**config.mk**
```make
export PLATFORM = sky130hd
export DESIGN_NAME = dsr_lane
export DESIGN_NICKNAME = d
export VERILOG_FILES = /design/src/hw/rtl/dihedral_subset_rotation_top_defines.svh /design/src/hw/rtl/dsr_pkg.sv /design/src/hw/rtl/dsr_lane.sv
export SDC_FILE = /design/constraint.sdc
export NUM_CORES = 2
export LEC_CHECK = 0
export ABC_AREA = 1
export BUFFER_PORTS_ARGS = -buffer_cell sky130_fd_sc_hd__buf_2
export CAP_MARGIN = 10
export CORE_MARGIN = 1.5
export CORE_UTILIZATION = 67
export DETAILED_ROUTE_END_ITERATION = 16
export PLACE_DENSITY = 0.85
export SYNTH_ARGS = -nofsm -noshare
export SYNTH_HDL_FRONTEND = slang
export SYNTH_SLANG_ARGS = --single-unit
```
**constraint.sdc**
```tcl
create_clock -name clk_i -period 7.75 [get_ports clk_i]
set_clock_uncertainty 0.15 [all_clocks]
set_input_delay 0.775 -clock clk_i [delete_from_list [all_inputs] [get_ports clk_i]]
set_output_delay 0.775 -clock clk_i [all_outputs]
set_load 0.02 [all_outputs]
```
**src/hw/rtl/dihedral_subset_rotation_top_defines.svh**
```systemverilog
// assertion macros for the dihedral subset rotation block
`ifndef DIHEDRAL_SUBSET_ROTATION_TOP_DEFINES_SVH
`define DIHEDRAL_SUBSET_ROTATION_TOP_DEFINES_SVH

// same-cycle implication, checked on clk_i outside reset
`define DSR_ASSERT(lbl, ante, cons) \
  lbl: assert property (@(posedge clk_i) disable iff (!rst_ni) (ante) |-> (cons)) \
    else $error("dsr assertion failed");

// next-cycle implication, checked on clk_i outside reset
`define DSR_ASSERT_NEXT(lbl, ante, cons) \
  lbl: assert property (@(posedge clk_i) disable iff (!rst_ni) (ante) |=> (cons)) \
    else $error("dsr assertion failed");

`endif

```
**src/hw/rtl/dsr_pkg.sv**
```systemverilog
// shared widths, register codes and stage control type for the rotation pipeline
package dsr_pkg;

  localparam int NODE_BITS  = 12;
  localparam int COORD_W    = 24;
  localparam int COEF_FRAC  = 16;
  localparam int COEF_W     = COEF_FRAC + 2;
  localparam int COEFS_W    = 3 * COEF_W;
  localparam int PROD_W     = COORD_W + COEF_W;
  localparam int SUM_W      = PROD_W + 2;
  localparam int CFG_IDX_W  = 3;
  localparam int CFG_DATA_W = COEFS_W;

  // configuration register indexes
  localparam logic [CFG_IDX_W-1:0] REG_X_COEFS   = 3'd0;
  localparam logic [CFG_IDX_W-1:0] REG_Y_COEFS   = 3'd1;
  localparam logic [CFG_IDX_W-1:0] REG_Z_COEFS   = 3'd2;
  localparam logic [CFG_IDX_W-1:0] REG_PIVOT     = 3'd3;
  localparam logic [CFG_IDX_W-1:0] REG_SIDE_MODE = 3'd4;

  // side mode codes
  localparam logic SIDE_PHI = 1'b0;
  localparam logic SIDE_PSI = 1'b1;

  // identity matrix at reset, one weight of 1.0 per output
  localparam logic [COEFS_W-1:0] X_COEFS_RST = COEFS_W'(1) << COEF_FRAC;
  localparam logic [COEFS_W-1:0] Y_COEFS_RST = COEFS_W'(1) << (COEF_FRAC + COEF_W);
  localparam logic [COEFS_W-1:0] Z_COEFS_RST = COEFS_W'(1) << (COEF_FRAC + 2 * COEF_W);

  // half an output lsb, for round to nearest with ties up
  localparam logic signed [SUM_W-1:0] ROUND_BIAS = SUM_W'(1) << (COEF_FRAC - 1);

  // saturation bounds in the wide domain
  localparam logic signed [SUM_W-1:0] SAT_MAX = SUM_W'((64'sd1 <<< (COORD_W - 1)) - 64'sd1);
  localparam logic signed [SUM_W-1:0] SAT_MIN = SUM_W'(-(64'sd1 <<< (COORD_W - 1)));

  // load enables for the arithmetic stages
  typedef struct packed {
    logic en_s2;
    logic en_s3;
  } pipe_ctrl_t;

endpackage

```
**src/hw/rtl/dsr_lane.sv**
```systemverilog
// one output coordinate: three products, rounded sum and saturation
module dsr_lane
  import dsr_pkg::*;
(
  input  logic                      clk_i,
  input  pipe_ctrl_t                ctrl_i,
  input  logic [COEFS_W-1:0]        coefs_i,
  input  logic signed [COORD_W-1:0] x_i,
  input  logic signed [COORD_W-1:0] y_i,
  input  logic signed [COORD_W-1:0] z_i,
  output logic signed [COORD_W-1:0] res_o
);

  logic signed [COEF_W-1:0]  coef_x, coef_y, coef_z;
  logic signed [PROD_W-1:0]  prod_x_d, prod_y_d, prod_z_d;
  logic signed [PROD_W-1:0]  prod_x_q, prod_y_q, prod_z_q;
  logic signed [SUM_W-1:0]   sum_d, sum_q;
  logic signed [SUM_W-1:0]   scaled;

  // unpack the three weights
  assign coef_x = signed'(coefs_i[0 +: COEF_W]);
  assign coef_y = signed'(coefs_i[COEF_W +: COEF_W]);
  assign coef_z = signed'(coefs_i[2 * COEF_W +: COEF_W]);

  // stage 2: products
  assign prod_x_d = PROD_W'(x_i) * PROD_W'(coef_x);
  assign prod_y_d = PROD_W'(y_i) * PROD_W'(coef_y);
  assign prod_z_d = PROD_W'(z_i) * PROD_W'(coef_z);

  always_ff @(posedge clk_i) begin
    if (ctrl_i.en_s2) begin
      prod_x_q <= prod_x_d;
      prod_y_q <= prod_y_d;
      prod_z_q <= prod_z_d;
    end
  end

  // stage 3: exact sum plus rounding bias
  assign sum_d = SUM_W'(prod_x_q) + SUM_W'(prod_y_q) + SUM_W'(prod_z_q) + ROUND_BIAS;

  always_ff @(posedge clk_i) begin
    if (ctrl_i.en_s3) begin
      sum_q <= sum_d;
    end
  end

  // drop the fraction (floor) and clamp to the coordinate range
  assign scaled = sum_q >>> COEF_FRAC;

  always_comb begin
    if (scaled > SAT_MAX) begin
      res_o = SAT_MAX[COORD_W-1:0];
    end else if (scaled < SAT_MIN) begin
      res_o = SAT_MIN[COORD_W-1:0];
    end else begin
      res_o = scaled[COORD_W-1:0];
    end
  end

endmodule

```
### Yosys cells after proc, flatten, opt, wreduce, memory -nomap -nowiden

Cells that the tools add are included.

* register bits: 170
* bits of input ports: 129

* add/subtract/negate cells: 3
* multipliers: 3
* order comparisons: 2
* mux-type cells: 2

Operator list (count)
* $mul 24x18->42: 3
* $mux 24: 2
* $add 43x42->44: 1
* $add 44x17->44 const B: 1
* $add 42x42->43: 1
* $gt 28x24->1 const B: 1
* $lt 28x24->1 const B: 1

### Logic depth before layout (Yosys ltp)

* depth after elaboration: 3
* mapped depth: 29

### Worst setup path after synthesis

Ideal clock, no wire load.

* kind: input to register
* from: input x_i[23]
* to: register prod_x_q[40] (data pin)
* arrival time: 5901 ps
* setup slack: 1446 ps
* cell stages on the path: 23
* path buffers: 2
* cells stage by stage: clkbuf_1 > clkbuf_1 > nand2_1 > inv_1 > fa_1 > fa_1 > ha_1 > inv_1 > fa_1 > inv_1 > fa_1 > inv_1 > fa_1 > inv_1 > ha_1 > inv_1 > o21ai_0 > a31oi_1 > o21ai_0 > a21oi_1 > nand3_1 > nand2_1 > nand2_1

* longest elaborated chain between the ends: 1

RTL lines
* from (decl): line dsr_lane.sv:8 `input logic signed [COORD_W-1:0] x_i,`
* $mul 24x18->42: line dsr_lane.sv:26 `assign prod_x_d = PROD_W'(x_i) * PROD_W'(coef_x);`
* via prod_x_d[40]: line dsr_lane.sv:15 `logic signed [PROD_W-1:0] prod_x_d, prod_y_d, prod_z_d;`
* to (signal assigned): line dsr_lane.sv:32 `prod_x_q <= prod_x_d;`
* to (decl): line dsr_lane.sv:16 `logic signed [PROD_W-1:0] prod_x_q, prod_y_q, prod_z_q;`

The timed path passes the listed nets, and every way through them passes these cells.
A chain may end at the register's enable or synchronous reset.

### Worst setup path after layout

* from: input coefs_i[6]
* to: register prod_x_q[41] (data pin)

* longest elaborated chain between the ends: 1

RTL lines
* from (decl): line dsr_lane.sv:7 `input logic [COEFS_W-1:0] coefs_i,`
* $mul 24x18->42: line dsr_lane.sv:26
* via prod_x_d[41]: line dsr_lane.sv:15

The timed path passes the listed nets, and every way through them passes these cells.

==> flow_summary.yaml <==
run_status:
  run_status: "finished, final reports clean"
worst_setup_path:
  cp_common_cell: "fa_1"
  cp-start-kind: "input port"
  slowest_delay_ns: 0.82
  crit_path_end_kind: "flip-flop"
  critPathArrivalTime_ns: 6.76
  worstRegToRegCells: 16
  crit_chain: "buf_2 -> nand2_1 -> fa_1 -> inv_1 -> fa_1 -> fa_1 -> fa_1 -> inv_1 -> fa_1 -> inv_1 -> fa_1 -> ha_1 -> nand2_1 -> inv_1 -> nand3_1 -> inv_1 -> nand2_1 -> nor2_1 -> nand4_1 -> nand4_1 -> nand2_1"
  critPathLaunch: "coefs_i[6]"
  r2r_slack_ns: 4.38
  timing.rr.start: "prod_z_q[3]"
  worstSetupPathType: "input port to flip-flop"
  critical_path.slowest_cell: "fa_1"
  critPathRequiredTime_ns: 7.78
  worstPathMaxFanout: 24
  r2r_end: "sum_q[34]"
hold_path:
  min_to: "sum_q[22]"
  hold_path_depth: 1
  holdCritStartpoint: "ctrl_i[0]"
  hp-class: "input port to flip-flop"
synth:
  synth_top_cell_area_share_pct: 45.43
  synthDistinctLibCells: 39
  synth_top_flop_cell: "edfxtp_1"
  synth_most_common_cell: "inv_1"
  yosysWarnings: 0
  syn_avg_cell_area_um2: 7.966
  synth_area_mm2: 0.05799
  syn-num-nets: 9122
  ys_seq_elements: 154
  synth_common_cells: "inv_1, nand2_1, fa_1, ha_1, nor2_1"
  synth_top_area_cell: "fa_1"
  yosysSeqAreaShare_pct: 7.974
  syn-instance-count: 7280
  async_flop_share_pct: 0
  synth_edf_count: 154
  ys_top_cells_by_area: "fa_1, inv_1, nand2_1"
timing:
  finalCriticalPeriod_ns: 6.726
  setup_ws_ns: 1.024
  max_slew_margin_pct: 32.19
  worstMarginPinSlew_ns: 1.014
  setup_viol: 0
  report.final.slew_viol_count: 0
  fin_crit_sh_pct: 86.78
  rsz0062_at_grt: "false"
  timing_hold_violations_final: 0
  setup_tns_ns: 0
  max_freq_mhz: 148.7
placed_design:
  hpwl_um: 125600
  place_ws_ns: 0.7366
  dp_cells: 8322
  io_buffers: 152
  globalplace.congestion: 1.038
floorplanning:
  die_w_um: 297.2
  num_rows: 107
  dieArea_mm2: 0.08833
  die_height_um: 297.2
  initial_core_util_pct: 67.89
  fp.coreArea_mm2: 0.08541
  ioPinCount: 153
finish:
  diodes: 0
  areaGrowthSynthToFinish_pct: 3.122
  drive_gt1_share_pct: 3.301
  final_nets: 9039
  final_core_utilization_pct: 70.01
  instances_no_fill: 8354
global_routing:
  antenna_found_initial: 0
  grt_first_pass_wirelength_um: 248100
  grt_usage_pct: 35.26
  grt_overflow_total: 0
  grt_pass1_vias: 49690
  grt_start_max_net_pins: 68
drt:
  routed_wirelength_um: 148200
  drt_iter0_markers: 4226
  drc: 0
  dr.pass1.iters: 8
  num_vias: 46120
  wire_per_inst_um: 17.74
  vias_per_cell: 5.521
  final_antenna_net_count: 0
cts:
  root_buffer: "clkbuf_16"
  cts_sinks: 154
  clkLatencyLatePin_ns: 0.44
  cts_tree: "done"
  htree_levels: 4
  cts_resized: 0
  clkTransAtPathRegs_ns: 0.06
  cts_inserted_buffers: 17
  clockBufferDepth: 2
  hold_buffers: 0
  cts_setup_buffers: 0
run:
  cap_violations: 0
registers in the layout, indices dropped and copies added (netlist names):
signal and cells:
prod_x_q 42, sum_q 28, prod_y_q 42, prod_z_q 42
routing by layer:
layer	vias to the layer above	part of all wire (%)	routed length, µm	global-route usage (%)
met5	-	0	0	0
met4	0	3.5	5217	10.67
met3	465	9.7	14340	5.865
met2	2396	48	71540	59.27
met1	22720	39	57060	47.30
li1	20540	-	-	-
critical path, delay by kind of cell:
family,cells,cell delay (ns)
fa+ha+maj,7,3.83
simple gates,8,1.25
buf+inv,6,0.89
how the worst max path moves through the flow:
| stage | endpoint | slack, ns | depth (start not counted) |
|---|---|---|---|
| 5_1_grt | prod_x_q[41] | 0.69 | 21 |
| 3_3_place_gp | prod_x_q[41] | 0.84 | 17 |
| 2_1_floorplan | prod_x_q[40] | 1.45 | 23 |
| 4_1_cts | prod_x_q[41] | 1.19 | 21 |
| 6_report | prod_x_q[41] | 1.02 | 21 |
| 3_5_place_dp | prod_x_q[41] | 0.74 | 21 |
stage by stage:
stage	hold WS [ns]	instance area, µm²
2_1_floorplan	0.7183	57990
5_1_grt	0.7515	59800
3_3_place_gp	0.9631	59260
6_report	0.7230	59800
4_1_cts	0.7231	59800
3_5_place_dp	0.9389	59260
placed cells by master, fill, tap and decap left out, types with 17 or more instances in the layout:
| cell | instances |
|---|---|
| a21o_1 | 17 |
| a21oi_1 | 204 |
| buf_2 | 151 |
| clkbuf_16 | 17 |
| edfxtp_1 | 154 |
| fa_1 | 1316 |
| ha_1 | 397 |
| inv_1 | 2197 |
| nand2_1 | 1867 |
| nand3_1 | 114 |
| nand4_1 | 45 |
| nor2_1 | 330 |
| nor3_1 | 22 |
| o21ai_0 | 119 |
| o21bai_1 | 21 |
| or2_2 | 21 |
| xnor2_1 | 31 |
| xor2_1 | 74 |
area by class of cell:
class	instances	area (µm²)
multi-input cells	4671	44160
fillers	6686	25610
inverters	2198	8250
flip-flops and latches	154	4624
well taps	1144	1431
repair buffers	155	785.8
clock buffers	18	429.2
clock inverters	14	117.6
kinds of logic after synthesis:
kind of cell    synth area share, %
fa+ha+maj                     53.99
compound gates                3.884
buf+inv                       15.89
flops                         7.974
simple gates                  16.67
xor+xnor                      1.586
Power is not shown: default switching activity piles up to over one toggle a cycle in this logic, so the estimate is an artifact.
